`src/hw/rtl/qod_pkg.sv`:
```
`default_nettype none

package qod_pkg;

  // Path command codes.
  localparam logic [1:0] CMD_MOVE = 2'd0;
  localparam logic [1:0] CMD_LINE = 2'd1;
  localparam logic [1:0] CMD_QUAD = 2'd2;

  // Point tags.
  localparam logic [1:0] TAG_CONIC = 2'd0;
  localparam logic [1:0] TAG_ON    = 2'd1;

  // How many results one point produces.
  typedef struct packed {
    logic any;  // at least one result
    logic two;  // a second result follows the first
  } qod_emit_t;

endpackage

`default_nettype wire

```
`src/hw/rtl/qod_decode.sv`:
```
`default_nettype none

module qod_decode
  import qod_pkg::*;
#(
  parameter int COORD_BITS = 24
) (
  input  wire logic                          clk_i,
  input  wire logic                          rst_ni,
  input  wire logic                          fire_i,
  input  wire logic [COORD_BITS-1:0]         px_i,
  input  wire logic [COORD_BITS-1:0]         py_i,
  input  wire logic [1:0]                    tag_i,
  input  wire logic                          first_i,
  input  wire logic                          last_i,
  output qod_emit_t                          emit_o,
  output logic      [4*(COORD_BITS+1)+3:0]   res0_o,
  output logic      [4*(COORD_BITS+1)+3:0]   res1_o
);

  localparam int OW = COORD_BITS + 1;

  logic [COORD_BITS-1:0] start_x_q, start_y_q, start_x_d, start_y_d;
  logic [COORD_BITS-1:0] pend_x_q, pend_y_q, pend_x_d, pend_y_d;
  logic                  pend_v_q, pend_v_d;

  logic          main_v;
  logic [1:0]    main_cmd;
  logic [OW-1:0] main_ex, main_ey, main_cx, main_cy;
  logic [1:0]    close_cmd;
  logic [OW-1:0] close_ex, close_ey, close_cx, close_cy;

  // A 18.6 coordinate with one more fraction bit.
  function automatic logic [OW-1:0] widen(input logic [COORD_BITS-1:0] v);
    return {v, 1'b0};
  endfunction

  // Sum of two 18.6 coordinates is the midpoint with one more fraction bit.
  function automatic logic [OW-1:0] mid(input logic [COORD_BITS-1:0] a,
                                        input logic [COORD_BITS-1:0] b);
    return {a[COORD_BITS-1], a} + {b[COORD_BITS-1], b};
  endfunction

  always_comb begin
    main_v    = 1'b0;
    main_cmd  = CMD_LINE;
    main_ex   = widen(px_i);
    main_ey   = widen(py_i);
    main_cx   = '0;
    main_cy   = '0;
    start_x_d = start_x_q;
    start_y_d = start_y_q;
    pend_x_d  = pend_x_q;
    pend_y_d  = pend_y_q;
    pend_v_d  = pend_v_q;
    if (first_i) begin
      main_v    = 1'b1;
      main_cmd  = CMD_MOVE;
      start_x_d = px_i;
      start_y_d = py_i;
      pend_v_d  = 1'b0;
    end else begin
      unique case (tag_i)
        TAG_ON: begin
          main_v = 1'b1;
          if (pend_v_q) begin
            main_cmd = CMD_QUAD;
            main_cx  = widen(pend_x_q);
            main_cy  = widen(pend_y_q);
            pend_v_d = 1'b0;
          end
        end
        TAG_CONIC: begin
          // A second control implies an on-curve point halfway between.
          if (pend_v_q) begin
            main_v   = 1'b1;
            main_cmd = CMD_QUAD;
            main_ex  = mid(pend_x_q, px_i);
            main_ey  = mid(pend_y_q, py_i);
            main_cx  = widen(pend_x_q);
            main_cy  = widen(pend_y_q);
          end
          pend_x_d = px_i;
          pend_y_d = py_i;
          pend_v_d = 1'b1;
        end
        default: begin
        end
      endcase
    end
  end

  // The closing segment sees the state as left by this point.
  always_comb begin
    close_ex  = widen(start_x_d);
    close_ey  = widen(start_y_d);
    close_cmd = pend_v_d ? CMD_QUAD : CMD_LINE;
    close_cx  = pend_v_d ? widen(pend_x_d) : '0;
    close_cy  = pend_v_d ? widen(pend_y_d) : '0;
  end

  assign emit_o.any = main_v | last_i;
  assign emit_o.two = main_v & last_i;

  // Word layout from the top: last, closes, command, ctrl_y, ctrl_x, end_y, end_x.
  assign res0_o = main_v ? {~last_i, 1'b0, main_cmd, main_cy, main_cx, main_ey, main_ex}
                         : {1'b1, 1'b1, close_cmd, close_cy, close_cx, close_ey, close_ex};
  assign res1_o = {1'b1, 1'b1, close_cmd, close_cy, close_cx, close_ey, close_ex};

  always_ff @(posedge clk_i or negedge rst_ni) begin
    if (!rst_ni) begin
      start_x_q <= '0;
      start_y_q <= '0;
      pend_x_q  <= '0;
      pend_y_q  <= '0;
      pend_v_q  <= 1'b0;
    end else if (fire_i) begin
      start_x_q <= start_x_d;
      start_y_q <= start_y_d;
      pend_x_q  <= pend_x_d;
      pend_y_q  <= pend_y_d;
      pend_v_q  <= pend_v_d & ~last_i;
    end
  end

endmodule

`default_nettype wire

```
`src/hw/rtl/qod_outbuf.sv`:
```
`default_nettype none

module qod_outbuf
  import qod_pkg::*;
#(
  parameter int WIDTH = 104
) (
  input  wire logic             clk_i,
  input  wire logic             rst_ni,
  input  wire logic             load_i,
  input  wire qod_emit_t        emit_i,
  input  wire logic [WIDTH-1:0] word0_i,
  input  wire logic [WIDTH-1:0] word1_i,
  input  wire logic             ready_i,
  output logic                  free_o,
  output logic                  valid_o,
  output logic      [WIDTH-1:0] word_o
);

  logic             head_v_q, tail_v_q;
  logic [WIDTH-1:0] head_q, tail_q;

  // The head can take new results once it is empty or leaves this cycle
  // with nothing queued behind it.
  assign free_o  = ~head_v_q | (ready_i & ~tail_v_q);
  assign valid_o = head_v_q;
  assign word_o  = head_q;

  always_ff @(posedge clk_i or negedge rst_ni) begin
    if (!rst_ni) begin
      head_v_q <= 1'b0;
      tail_v_q <= 1'b0;
    end else begin
      if (head_v_q && ready_i) begin
        if (tail_v_q) begin
          tail_v_q <= 1'b0;
        end else begin
          head_v_q <= 1'b0;
        end
      end
      if (load_i && emit_i.any) begin
        head_v_q <= 1'b1;
        tail_v_q <= emit_i.two;
      end
    end
  end

  always_ff @(posedge clk_i) begin
    if (head_v_q && ready_i && tail_v_q) begin
      head_q <= tail_q;
    end
    if (load_i && emit_i.any) begin
      head_q <= word0_i;
      tail_q <= word1_i;
    end
  end

endmodule

`default_nettype wire

```
`src/hw/rtl/quadratic_outline_decomposer_top.sv`:
```
// Channel    Dir  tdata                        tuser                    tlast
// s_axis     in   point_x, point_y             tag, contour_first       contour_last
// m_axis     out  end_x, end_y, ctrl_x, ctrl_y command, closes_contour  last
//
// One point is taken per cycle while its results fit in the output buffer. A
// point that yields two results (a segment plus the closing segment) holds the
// output buffer, so the input stalls behind it.
// Reset clears the contour start, the pending conic control and all valids.
// Either side may stall at any time; nothing is lost or repeated.
`default_nettype none

module quadratic_outline_decomposer_top
  import qod_pkg::*;
#(
  parameter int COORD_BITS = 24
) (
  input  wire logic                                   clk_i,
  input  wire logic                                   rst_ni,
  input  wire logic                                   s_axis_tvalid_i,
  output logic                                        s_axis_tready_o,
  // point_x, point_y (lowest bits first), zero padded to whole bytes
  input  wire logic [((2*COORD_BITS+7)/8)*8-1:0]      s_axis_tdata_i,
  // tag [1:0], contour_first [2]
  input  wire logic [2:0]                             s_axis_tuser_i,
  input  wire logic                                   s_axis_tlast_i,
  output logic                                        m_axis_tvalid_o,
  input  wire logic                                   m_axis_tready_i,
  // end_x, end_y, ctrl_x, ctrl_y (lowest bits first), zero padded to whole bytes
  output logic      [((4*(COORD_BITS+1)+7)/8)*8-1:0]  m_axis_tdata_o,
  // command [1:0], closes_contour [2]
  output logic      [2:0]                             m_axis_tuser_o,
  output logic                                        m_axis_tlast_o
);

  localparam int OW     = COORD_BITS + 1;
  localparam int OUT_DW = ((4*OW+7)/8)*8;
  localparam int RES_W  = 4*OW + 4;

  // Input register: the point waiting to be decoded.
  logic                  in_v_q;
  logic [COORD_BITS-1:0] in_x_q, in_y_q;
  logic [1:0]            in_tag_q;
  logic                  in_first_q, in_last_q;

  qod_emit_t         emit;
  logic [RES_W-1:0]  res0, res1, out_word;
  logic              out_free, fire;

  // A point is decoded when its results fit in the output buffer; a point
  // with no results always passes.
  assign fire            = in_v_q & (~emit.any | out_free);
  assign s_axis_tready_o = ~in_v_q | fire;

  always_ff @(posedge clk_i or negedge rst_ni) begin
    if (!rst_ni) begin
      in_v_q <= 1'b0;
    end else if (s_axis_tready_o) begin
      in_v_q <= s_axis_tvalid_i;
    end
  end

  always_ff @(posedge clk_i) begin
    if (s_axis_tready_o && s_axis_tvalid_i) begin
      in_x_q     <= s_axis_tdata_i[COORD_BITS-1:0];
      in_y_q     <= s_axis_tdata_i[2*COORD_BITS-1:COORD_BITS];
      in_tag_q   <= s_axis_tuser_i[1:0];
      in_first_q <= s_axis_tuser_i[2];
      in_last_q  <= s_axis_tlast_i;
    end
  end

  qod_decode #(
    .COORD_BITS(COORD_BITS)
  ) u_decode (
    .clk_i  (clk_i),
    .rst_ni (rst_ni),
    .fire_i (fire),
    .px_i   (in_x_q),
    .py_i   (in_y_q),
    .tag_i  (in_tag_q),
    .first_i(in_first_q),
    .last_i (in_last_q),
    .emit_o (emit),
    .res0_o (res0),
    .res1_o (res1)
  );

  qod_outbuf #(
    .WIDTH(RES_W)
  ) u_outbuf (
    .clk_i  (clk_i),
    .rst_ni (rst_ni),
    .load_i (fire),
    .emit_i (emit),
    .word0_i(res0),
    .word1_i(res1),
    .ready_i(m_axis_tready_i),
    .free_o (out_free),
    .valid_o(m_axis_tvalid_o),
    .word_o (out_word)
  );

  // Result word: last, closes, command, then the four coordinates.
  assign m_axis_tdata_o = OUT_DW'(out_word[4*OW-1:0]);
  assign m_axis_tuser_o = {out_word[4*OW+2], out_word[4*OW+1:4*OW]};
  assign m_axis_tlast_o = out_word[4*OW+3];

endmodule

`default_nettype wire

```
`config.mk`:
```
export PLATFORM = sky130hd
export DESIGN_NAME = quadratic_outline_decomposer_top
export DESIGN_NICKNAME = d
export VERILOG_FILES = /design/src/hw/rtl/qod_pkg.sv /design/src/hw/rtl/qod_decode.sv /design/src/hw/rtl/qod_outbuf.sv /design/src/hw/rtl/quadratic_outline_decomposer_top.sv
export SDC_FILE = /design/constraint.sdc
export NUM_CORES = 1
export LEC_CHECK = 0
export CAP_MARGIN = 20
export CORE_MARGIN = 10
export CORE_UTILIZATION = 45
export DETAILED_ROUTE_END_ITERATION = 8
export DONT_BUFFER_PORTS = 1
export PLACE_DENSITY = 0.6
export SLEW_MARGIN = 15
export SYNTH_ARGS = -nofsm -noshare
export SYNTH_HDL_FRONTEND = slang
export SYNTH_SLANG_ARGS = --single-unit
export TNS_END_PERCENT = 20
```
`constraint.sdc`:
```
create_clock -name clk_i -period 4.25 [get_ports clk_i]
set_input_delay 0.85 -clock clk_i [delete_from_list [all_inputs] [get_ports clk_i]]
set_output_delay 0.85 -clock clk_i [all_outputs]
set_load 0.01 [all_outputs]
```
# Yosys cells after proc, flatten, opt, wreduce, memory -nomap -nowiden

Cells that the tools add are included.

Memories: 0
Input port bits: 56
RAM bits: 0
Logic and storage cells: 78
Register bits after elaboration: 356
Bits in latches: 0
Bits in read-only memories: 0
Output and inout bits: 110

Divide/modulo/power cells: 0
Mux-type cells: 37
Bitwise operators: 13
$add $sub $neg: 2
$mul: 0
Equal/unequal tests: 2
Magnitude comparators: 0
Reduce and logical (&&, ||, !) cells: 9
Shifts and indexed selects: 0

Operators with widths:

| kind                                           | count |
|---|---|
| 2-to-1 mux 25 bit                              | 14 |
| 2-to-1 mux 104 bit                             | 3 |
| 2-to-1 mux 24 bit                              | 6 |
| adder 24 x 24 -> 25 bit                        | 2 |
| 2-to-1 mux 1 bit                               | 8 |
| 2-to-1 mux 2 bit                               | 4 |
| NOT 1 bit                                      | 5 |
| bitwise AND 1 bit                              | 4 |
| logical AND 1 bit                              | 4 |
| bitwise OR 1 bit                               | 4 |
| one-hot mux 1 bit (2 select lines)             | 2 |
| nonzero test 2 bit                             | 2 |
| == test 2 x 1 -> 1 bit (second input constant) | 1 |
| zero test 2 bit                                | 1 |
| != test 2 bit (second input constant)          | 1 |
| AND reduction 2 bit                            | 1 |
| OR reduction 2 bit                             | 1 |

# Depth between registers and ports, before layout

Gate-level depths: netlist of run 1.

Word-level depth: 10
Gate-level depth with buffers: 10
Depth with buffers taken out: 9

# Hierarchy

A second synthesis of run 1 with hierarchy kept.

Cell total of the unflattened synthesis: 1492
Area, all modules: 18283.8 sq um

By module, submodules not included:

| module                           | cells an instance | area an instance (sq um) | seq. area each (sq um) | times used |
|---|---|---|---|---|
| qod_decode                       | 1095              | 8864.8                   | 2427.3                 | 1 |
| qod_outbuf                       | 334               | 7752.4                   | 6296.0                 | 1 |
| quadratic_outline_decomposer_top | 63                | 1666.6                   | 1586.5                 | 1 |

# Worst setup path after synthesis of run 1

No wires, ideal clock.

Path type: in2reg
From: in m_axis_tready_i
To: reg u_outbuf.tail_q[100], enable pin
Library setup time: 501 ps
Path slack: -626 ps
Stages on the path: 6
Data required time: 3749 ps
Arrival time: 4375 ps
Path buffers: 2
Path through: nand2b_1 a21boi_2 buf_4 o21ai_2 inv_1 clkbuf_1

Longest elaborated chain between the ends: 5

RTL lines:

| item                 | RTL line                               | source |
|---|---|---|
| from (decl)          | quadratic_outline_decomposer_top.sv:27 | `input wire logic m_axis_tready_i,` |
| bitwise AND 1 bit    | qod_outbuf.sv:25                       | `assign free_o = ~head_v_q \| (ready_i & ~tail_v_q);` |
| bitwise OR 1 bit     | qod_outbuf.sv:25                       |  |
| bitwise OR 1 bit     | quadratic_outline_decomposer_top.sv:51 | `assign fire = in_v_q & (~emit.any \| out_free);` |
| bitwise AND 1 bit    | quadratic_outline_decomposer_top.sv:51 |  |
| logical AND 1 bit    | qod_outbuf.sv:52                       | `if (load_i && emit_i.any) begin` |
| to (signal assigned) | qod_outbuf.sv:54                       | `tail_q <= word1_i;` |
| to (decl)            | qod_outbuf.sv:21                       | `logic [WIDTH-1:0] head_q, tail_q;` |

No other way between the ends.
A chain may end at the register's enable or synchronous reset.

# Worst setup path after layout of run 1

From: reg in_tag_q[0]
To: out s_axis_tready_o

Longest elaborated chain between the ends: 8
Elaborated cells between the ends (all ways): 9
Those cells by class: eq/ne (1); mux (2); bitwise (5); reduce/logical (1)

RTL lines:

| item                                                             | RTL line                               | source |
|---|---|---|
| from (decl)                                                      | quadratic_outline_decomposer_top.sv:42 | `logic [1:0] in_tag_q;` |
| from (signal assigned)                                           | quadratic_outline_decomposer_top.sv:66 | `in_tag_q <= s_axis_tuser_i[1:0];` |
| == test 2 x 1 -> 1 bit / zero test 2 bit (equally long branches) | --                                     |  |
| one-hot mux 1 bit (2 select lines) (*)                           | qod_decode.sv:63                       | `unique case (tag_i)` |
| 2-to-1 mux 1 bit (*)                                             | qod_decode.sv:56                       | `if (first_i) begin` |
| bitwise OR 1 bit (*)                                             | qod_decode.sv:102                      | `assign emit_o.any = main_v \| last_i;` |
| NOT 1 bit (*)                                                    | quadratic_outline_decomposer_top.sv:51 |  |
| bitwise OR 1 bit (*)                                             | quadratic_outline_decomposer_top.sv:51 |  |
| bitwise AND 1 bit (*)                                            | quadratic_outline_decomposer_top.sv:51 |  |
| bitwise OR 1 bit (*)                                             | quadratic_outline_decomposer_top.sv:52 | `assign s_axis_tready_o = ~in_v_q \| fire;` |
| to (decl)                                                        | quadratic_outline_decomposer_top.sv:20 | `output logic s_axis_tready_o,` |

Every way passes the cells marked *; elsewhere a longest branch is shown, timed or not.

==> results of run 1 <==
==> power by group <==
part | internal, mW | switching (mW) | total [mW]
sequential | 5.30 | 1.06 | 6.36
clock | 2.04 | 1.40 | 3.44
combinational | 1.96 | 2.83 | 4.79
==> cell families after synthesis <==
family          Yosys count
fa+ha+maj                50
xor+xnor                 36
mux                     140
simple gates            273
flops                   352
buf+inv                 158
other cells               1
compound gates          349
==> area by class of cell <==
class	instances	area [sq um]	area share (%)
sequential	352	10070	53.39
timing repair buffer	30	297.8	1.579
tap	511	639.4	3.390
clock buffer	55	1160	6.150
clock inverter	19	160.2	0.8492
inverter	69	261.5	1.387
antenna	1	2.502	0.01327
multi-input combinational	854	6269	33.24
==> sequential cells by signal (all words and copies together), names as in the netlist <==
signal,flops
in_first_q,1
in_last_q,1
u_outbuf.tail_v_q,1
in_y_q,24
u_outbuf.valid_o,1
u_decode.start_y_q,24
u_decode.start_x_q,24
u_outbuf.tail_q,98
u_outbuf.word_o,102
u_decode.pend_v_q,1
in_tag_q,2
in_v_q,1
in_x_q,24
u_decode.pend_y_q,24
u_decode.pend_x_q,24
==> metal layers <==
| metal | vias to the layer above | global-route usage, % | part of all wire [%] |
|---|---|---|---|
| met5 | - | 0 | 0.015 |
| met4 | 2 | 4.443 | 1.7 |
| met3 | 57 | 4.937 | 8.7 |
| met2 | 434 | 30.55 | 46 |
| met1 | 5670 | 27.39 | 44 |
| li1 | 5157 | - | - |
==> cell usage in the layout (no fill, tap or decap), drive strengths merged, types with 15 or more instances in the layout <==
cell    count
clkinv     15
a21o       23
xor2       17
inv        70
nand3      25
ha         48
mux2      124
nor2       45
a21oi     111
mux2i      16
o21ai      59
clkbuf     55
xnor2      19
edfxtp    252
a222oi     75
nand2     152
buf        24
dfrtp     100
==> worst max-delay path by stage <==
stage,startpoint,end,slack (ns)
6_report,in_tag_q[0],s_axis_tready_o,0.97
5_1_grt,u_decode.pend_v_q,s_axis_tready_o,0.79
4_1_cts,in_tag_q[1],s_axis_tready_o,0.96
3_5_place_dp,m_axis_tready_i,u_outbuf.word_o[43],0.96
3_3_place_gp,m_axis_tready_i,u_outbuf.word_o[43],1.04
2_1_floorplan,m_axis_tready_i,u_outbuf.word_o[0],-0.15
==> what timing repair did <==
item,4_1_cts,5_1_grt
gates resized for setup,0,0
hold buffers,7,0
buffers inserted,0,0
hold endpoints to repair,70,0
==> worst max-delay path, stage by stage (launching register included) <==
cell      delay (ns)
edfxtp_1        0.44
nor2_1          0.10
o21bai_2        0.33
nor2_2          0.10
nor3b_1         0.71
inv_1           0.20
==> flow_summary.yaml, run 1 <==
timing:
  fin_skew_ns: 0.01869
  post-route-period-util_pct: 77.14
  fin_setup_tns_ns: 0
  rsz0062_at_grt: "no"
  slew_headroom_pct: 36.80
  final-setup-viol-count: 0
  period_needed_ns: 3.279
  worst_slew_pin_slew_ns: 0.9480
  holdWs_ns: 0.2115
  fmax_mhz: 305.0
  drv_slew: 0
  setup_ws_ns: 0.9714
  hold_violations: 0
cts:
  cts_root_buffer: "clkbuf_16"
  cts.htree.levels: 2
  clock_sinks: 352
  clkTransAtPathRegs_ns: 0.06
  cts_buffers: 40
  clock_latency_ns: 0.54
  clockBufferDepth: 3
  cts_tree: "yes"
logic_synthesis:
  yosysMostFrequentCell: "edfxtp_1"
  syn_area_sq_um: 16990
  synthCells: 1359
  seq_area_frac_synth_pct: 59.27
  synth-compound-area-share_pct: 14.61
  avgSynthCellArea_sq_um: 12.50
  synth_edf_count: 252
  synth_top_area_share_pct: 44.54
  synthSimpleGateAreaFrac_pct: 7.092
  ys.flop_type: "edfxtp_1"
  synthAdderAreaFrac_pct: 3.771
  async_reset_ff_share_pct: 28.41
  synthTopCellsByArea: "edfxtp_1, dfrtp_1, mux2_2, a222oi_1, ha_1"
  synthMuxAreaShare_pct: 9.161
  ys_ff_latch: 352
  synth_warnings: 0
  synthTopCellsByCount: "edfxtp_1, nand2_1, a21oi_1, mux2_2, dfrtp_1"
  synth_top_family_by_area: "compound AO/OA/AOI/OAI gates"
  synth.distinct_cells: 72
  synthXorXnorAreaFrac_pct: 1.856
  yosysTopAreaCell: "edfxtp_1"
global_routing:
  antenna_found_initial: 2
  grt_max_degree: 71
  track_usage_pct: 19.72
  grt_pass1_wl_um: 70570
  grt_pass1_vias: 11044
  grt_overflow: 0
critical_path:
  r2r_setup_slack_ns: 1.02
  cp-end-kind: "output port"
  cp.arrival_ns: 2.43
  r2r_cells: 5
  rr_endpoint: "u_outbuf.word_o[89]"
  reg2reg_from: "in_tag_q[1]"
  crit_required_ns: 3.40
  startpoint_type: "flip-flop"
  crit_fanout: 6
  worstSetupPathType: "flip-flop to output port"
drt:
  num_vias: 11320
  post_drt_wl_per_cell_um: 24.73
  drc_errors: 0
  drt-total-wl_um: 46760
  initialDrtViolationCount: 1202
  ant_nets: 0
  routed_via_density: 5.986
  dr.pass1.iters: 6
hold_path:
  holdCritPathClass: "primary input to asynchronous set/reset pin"
die:
  placementRows: 71
  chipWidth_um: 214.3
  die_y_um: 214.3
  dieArea_sq_um: 45930
  start_util_pct: 45.32
  io_pins: 166
  core_sq_um: 37490
outcome:
  outcome: "finished, final reports clean"
placed_design:
  place_area_sq_um: 17450
  place_hpwl_um: 28520
  place_inst: 1809
  gp_congestion: 0.8583
  portBuffers: 0
  place_ws_ns: 0.9640
final_layout:
  drive_above_1_share_pct: 16.03
  fin_cells: 1891
  area_growth_pct: 11.00
  post-route-util_pct: 50.31
  fin_nets: 1453
  nFillCells: 3352
  fin_area_sq_um: 18860
power_and_ir_drop:
  p_leak_nw: 7.344
  pwr_density_cell_nw_per_um2: 773.5
  worst_ir_drop_vdd_mv: 0.2930
  p_total_mw: 14.59
flow_run:
  drv_cap: 0
Power figures use the tool's default switching activity.
==> run 2, diff against run 1 <==
--- a/config.mk
+++ b/config.mk
@@ -5,12 +5,13 @@
 export SDC_FILE = /design/constraint.sdc
 export NUM_CORES = 1
 export LEC_CHECK = 0
+export ABC_AREA = 1
 export CAP_MARGIN = 20
 export CORE_MARGIN = 10
 export CORE_UTILIZATION = 45
 export DETAILED_ROUTE_END_ITERATION = 8
 export DONT_BUFFER_PORTS = 1
-export PLACE_DENSITY = 0.6
+export PLACE_DENSITY = 0.58
 export SLEW_MARGIN = 15
 export SYNTH_ARGS = -nofsm -noshare
 export SYNTH_HDL_FRONTEND = slang
==> constraint.sdc (replaced) <==
create_clock -name clk_i -period 3.1 [get_ports clk_i]
set_input_delay 0.62 -clock clk_i [delete_from_list [all_inputs] [get_ports clk_i]]
set_output_delay 0.62 -clock clk_i [all_outputs]
set_load 0.01 [all_outputs]
==> flow_summary.yaml, run 2 <==
critical_path:
  startpoint_type: "flip-flop"
  worst_path_most_repeated_cell: "nand2_1"
  worstPathCellList: "nand2_1, nand2_2, nor2_4, nand2_1, nand2_1, nand2_4, inv_2, nand2_4, nor2_4, buf_4, nand2_1, o211ai_1"
  reg2reg_from: "in_tag_q[0]"
  max_stage_delay_ns: 0.56
  worstSetupPathType: "flip-flop to flip-flop"
  cp-startpoint: "in_tag_q[0]"
  cp-end-kind: "flip-flop"
  cp.arrival_ns: 3.12
  crit_fanout: 25
  worstPathBufferInverterCount: 2
  crit_family: "simple AND/OR/NAND/NOR gates"
  critPathSlowestCell: "nor2_4"
  crit_required_ns: 3.50
die:
  placementRows: 74
  chipWidth_um: 223.8
  dieArea_sq_um: 50070
  die_y_um: 223.8
  io_pins: 166
  core_sq_um: 40920
  start_util_pct: 45.65
cts:
  ctsHoldBuffers: 1
  postCtsSetupRepairBufs: 0
  cts_buffers: 39
  ctsResizeCount: 0
  cts.htree.levels: 2
  clock_latency_ns: 0.56
  cts_tree: "yes"
  clkTransAtPathRegs_ns: 0.06
  cts_root_buffer: "clkbuf_16"
  clock_sinks: 352
  clockBufferDepth: 3
logic_synthesis:
  ys.flop_type: "edfxtp_1"
  syn_area_sq_um: 18680
  async_reset_ff_share_pct: 28.41
  synthTopCellsByCount: "nand2_1, inv_1, edfxtp_1, nor2_1, o21ai_0"
  synthSimpleGateAreaFrac_pct: 23.88
  synth_top_area_share_pct: 40.50
  synth-compound-area-share_pct: 8.391
  yosysMostFrequentCell: "nand2_1"
  synth.distinct_cells: 37
  yosysTopAreaCell: "edfxtp_1"
  synthCells: 2242
  synth_top_family_by_area: "simple AND/OR/NAND/NOR gates"
  synthXorXnorAreaFrac_pct: 0.5157
  synth_warnings: 0
  synthTopCellsByArea: "edfxtp_1, nand2_1, dfrtp_1, inv_1, o21ai_0"
  ys_ff_latch: 352
  seq_area_frac_synth_pct: 53.90
  synthMuxAreaShare_pct: 1.339
  synthAdderAreaFrac_pct: 3.429
  synth_edf_count: 252
  avgSynthCellArea_sq_um: 8.333
placed_design:
  place_hpwl_um: 38000
  place_inst: 2723
  place_ws_ns: 0.4165
  portBuffers: 0
  gp_congestion: 0.9288
global_routing:
  grt_max_degree: 109
  grt_overflow: 0
  grt_pass1_wl_um: 85280
  track_usage_pct: 21.83
  antenna_found_initial: 3
  grt_pass1_vias: 14425
power_and_ir_drop:
  pwr_density_cell_nw_per_um2: 997.5
  p_leak_nw: 9.385
  worst_ir_drop_vdd_mv: 0.5026
  p_total_mw: 20.54
timing:
  worst_slew_pin_slew_ns: 1.076
  post-route-period-util_pct: 87.90
  drv_slew: 0
  period_needed_ns: 2.725
  setup_ws_ns: 0.3750
  fmax_mhz: 367.0
  rsz0062_at_grt: "no"
  hold_violations: 0
  fin_skew_ns: 0.01614
  final-setup-viol-count: 0
  slew_headroom_pct: 28.30
final_layout:
  layout_commonest_cell: "nand2_1"
  mostFrequentLayoutCells: "nand2_1, inv_1, edfxtp_1, nor2_1, o21ai_0"
  post-route-util_pct: 50.32
  area_growth_pct: 10.23
  fin_cells: 2796
  largest_reg_flops: 102
  drive_above_1_share_pct: 5.214
  nFillCells: 3903
  fin_nets: 2339
hold_path:
  holdCritPathClass: "primary input to asynchronous set/reset pin"
drt:
  drt-total-wl_um: 55040
  met1_length_um: 22800
  initialDrtViolationCount: 1017
  routed-wl-met2_um: 28040
  routed_via_density: 5.143
  post_drt_wl_per_cell_um: 19.68
  drc_errors: 0
  num_vias: 14381
  dr_wl_met3_um: 2108
  top_layer_used: "met4"
  ant_nets: 0
  dr.pass1.iters: 5
outcome:
  outcome: "finished, final reports clean"
flow_run:
  drv_cap: 0
-- run 2: where the power goes --
part	total, mW	leakage, nW	switching (mW)	internal [mW]
Combinational	7.10	5.03	4.90	2.20
Sequential	8.82	3.72	1.41	7.41
Clock	4.62	0.637	1.89	2.74
-- run 2: cell families (layout without fill, tap and decap cells) --
group / after synthesis / after routing
AO/OA/AOI/OAI: 287 / 287
XOR/XNOR: 11 / 11
adder cells (fa/ha/maj): 50 / 50
buffers and inverters: 394 / 410
flip-flops: 352 / 352
multiplexers: 25 / 25
other: 1 / 7
AND/OR/NAND/NOR: 1122 / 1122
-- run 2: layer usage --
layer / track usage [%] / up-vias
li1: - / 7207
met1: 25.65 / 6798
met2: 39.07 / 272
met3: 3.529 / 104
met4: 8.479 / 0
met5: 0 / -
-- run 2: final timing paths --
check	to	slack, ns	depth (start not counted)
hold reg to reg	u_decode.start_y_q[16]	0.49	2
setup / recovery	u_outbuf.word_o[97]	0.38	12
setup reg to reg	u_outbuf.word_o[97]	0.38	12
min in group clk_i	in_y_q[11]	0.15	0
max in group asynchronous	u_decode.start_x_q[23]	2.62	1
hold / removal	u_decode.pend_y_q[6]	0.05	1
-- run 2: per-stage QoR --
step | hold slack [ns] | area (sq um) | TNS (ns)
floorplan | 0.3244 | 18710 | -66.13
global placement | 0.3288 | 19290 | 0
detailed placement | 0.3285 | 19290 | 0
CTS | 0.03723 | 20590 | 0
global route | 0.06657 | 20590 | 0
finish | 0.04518 | 20590 | 0
-- run 2: cell type report --
class,count,area (sq um),share of cell area (%)
sequential,352,10070,48.89
multi-input combinational,1501,7086,34.40
inverter,306,1151,5.589
clock buffer,52,1137,5.522
tap,532,665.6,3.232
timing repair buffer,33,342.8,1.665
clock inverter,19,140.1,0.6804
antenna,1,2.502,0.01215
-- run 2: worst reg2reg max path, cell delays in order, from the launching register on --
cell and delay, ns:
edfxtp_1 0.45, nand2_1 0.12, nand2_2 0.08, nor2_4 0.16, nand2_1 0.15, nand2_1 0.13
nand2_4 0.07, inv_2 0.12, nand2_4 0.09, nor2_4 0.56, buf_4 0.43, nand2_1 0.13
o211ai_1 0.10
==> run 3, diff against run 2 <==
==> constraint.sdc (replaced) <==
create_clock -name clk_i -period 3.1 [get_ports clk_i]
set_input_delay 0.93 -clock clk_i [delete_from_list [all_inputs] [get_ports clk_i]]
set_output_delay 0.93 -clock clk_i [all_outputs]
set_load 0.01 [all_outputs]
==> flow_summary.yaml, run 3 (synthesis results as in run 2) <==
placed_design:
  place_ws_ns: 0.4243
  place_hpwl_um: 38400
  gp_congestion: 0.9375
  place_area_sq_um: 19280
  portBuffers: 0
global_routing:
  antenna_found_initial: 2
  grt_pass1_vias: 14330
  grt_overflow: 0
  grt_pass1_wl_um: 84540
  grt_max_degree: 109
  track_usage_pct: 21.63
cts:
  postCtsSetupRepairBufs: 0
  clock_latency_ns: 0.57
  ctsHoldBuffers: 0
  cts_buffers: 40
  ctsResizeCount: 0
  cts_tree: "yes"
  clockBufferDepth: 3
  cts.htree.levels: 2
  clock_sinks: 352
  clkTransAtPathRegs_ns: 0.07
  cts_root_buffer: "clkbuf_16"
die:
  chipWidth_um: 223.8
  start_util_pct: 45.65
  placementRows: 74
  io_pins: 166
  dieArea_sq_um: 50070
  core_sq_um: 40920
  die_y_um: 223.8
critical_path:
  r2r_setup_slack_ns: 0.40
  worst_path_most_repeated_cell: "nand2_1"
  r2r_cells: 12
  startpoint_type: "flip-flop"
  max_stage_delay_ns: 0.55
  cp-end-kind: "flip-flop"
  crit_fanout: 24
  crit_required_ns: 3.51
  worstPathCellList: "nand2_1, nand2_2, nor2_4, nand2_1, nand2_1, nand2_4, inv_2, nand2_4, nor2_4, buf_4, nand2_1, nand3_1"
  worstSetupPathType: "flip-flop to flip-flop"
  cp.arrival_ns: 3.12
  reg2reg_from: "in_tag_q[0]"
  rr_endpoint: "u_outbuf.word_o[96]"
  critPathSlowestCell: "nor2_4"
flow_run:
  drv_cap: 0
drt:
  drc_errors: 0
  dr.pass1.iters: 5
  routed_via_density: 5.172
  ant_nets: 0
  post_drt_wl_per_cell_um: 19.53
  num_vias: 14461
  drt-total-wl_um: 54620
  initialDrtViolationCount: 1171
final_layout:
  largest_reg_flops: 102
  ff_latch_area_sq_um: 10070
  fin_area_sq_um: 20650
  layout_commonest_cell: "nand2_1"
  fin_nets: 2339
  nFillCells: 3935
  multi_input_area_sq_um: 7092
  area_growth_pct: 10.55
  mostFrequentLayoutCells: "nand2_1, inv_1, edfxtp_1, nor2_1, o21ai_0"
  drive_above_1_share_pct: 5.170
timing:
  slew_headroom_pct: 29.68
  period_needed_ns: 2.702
  hold_violations: 0
  fin_skew_ns: 0.02130
  drv_slew: 0
  worst_slew_pin_slew_ns: 1.055
  rsz0062_at_grt: "no"
  setup_ws_ns: 0.3980
  fmax_mhz: 370.1
  final-setup-viol-count: 0
  post-route-period-util_pct: 87.16
outcome:
  outcome: "finished, final reports clean"
power_and_ir_drop:
  p_seq_share_pct: 42.3
  power_frac_clock_pct: 24.0
  switchingPower_mw: 8.198
  pwr_density_cell_nw_per_um2: 1011
  worst_ir_drop_vdd_mv: 0.5143
  intPower_mw: 12.68
  p_sw_share_pct: 39.27
  p_leak_nw: 9.407
  p_comb_share_pct: 33.7
hold_path:
  holdCritPathClass: "primary input to asynchronous set/reset pin"
## run 3: cell count changes in the layout (fill, tap and decap cells not counted), moves of 3 or more
| cell | change |
|---|---|
| clkbuf_1 | +4 |
| clkinv_2 | -3 |
| bufinv_16 | +5 |
| clkbuf_8 | -4 |
## run 3: how the worst max path moves through the flow
| stage | from | endpoint | cells past startpoint | slack, ns |
|---|---|---|---|---|
| after global routing | in_tag_q[0] | u_outbuf.word_o[86] | 12 | 0.18 |
| after CTS | in_tag_q[1] | s_axis_tready_o | 4 | 0.37 |
| final | in_tag_q[0] | u_outbuf.word_o[96] | 12 | 0.40 |
| after detailed placement | m_axis_tready_i | u_outbuf.word_o[84] | 9 | 0.42 |
| after global placement | m_axis_tready_i | u_outbuf.word_o[97] | 9 | 0.50 |
| after floorplan | m_axis_tready_i | u_outbuf.valid_o | 8 | -0.39 |
## run 3: final cells by class
type                            count  share of cell area [%]
Tap cell                          532                   3.223
Multi-Input combinational cell   1501                   34.33
Clock buffer                       52                   5.313
Inverter                          306                   5.579
Sequential cell                   352                   48.75
Clock inverter                     20                   1.321
Antenna cell                        1                 0.01212
Timing Repair Buffer               32                   1.466
## run 3: per-layer routing
metal	routed length [um]	up-vias	track usage, %
met3	2489	75	3.125
li1	-	7201	-
met2	28150	338	39.01
met1	22500	6845	25.89
met5	13	-	0
met4	1462	2	7.193
## run 3: power groups by stage
stage	Clock (mW)	Sequential, mW	Combinational, mW
final	5.01	8.83	7.04
after global routing	5.27	9.03	8.09
after CTS	5.11	8.89	7.11
after detailed placement	0	8.97	7.06
after global placement	0	8.94	6.96
after floorplan	0	8.45	5.19
## run 3: through the flow
stage          power, mW  utilization [%]  hold slack (ns)  cells  setup TNS [ns]
2_1_floorplan      13.64                -           0.4530   2247          -23.42
3_3_place_gp       15.90            47.12           0.4655   2723               0
3_5_place_dp       16.03            47.12           0.4739   2723               0
4_1_cts            21.12            50.46          0.03356   2795               0
5_1_grt            22.40            50.46          0.03965   2795               0
6_report           20.88            50.47          0.05964   2796               0
## run 3: worst max-delay path: cells and delay by family, from the launching register on
family                 cells  cell delay, ns
buffers and inverters      2            0.54
DFF                        1            0.45
and+or+nand+nor           10            1.54
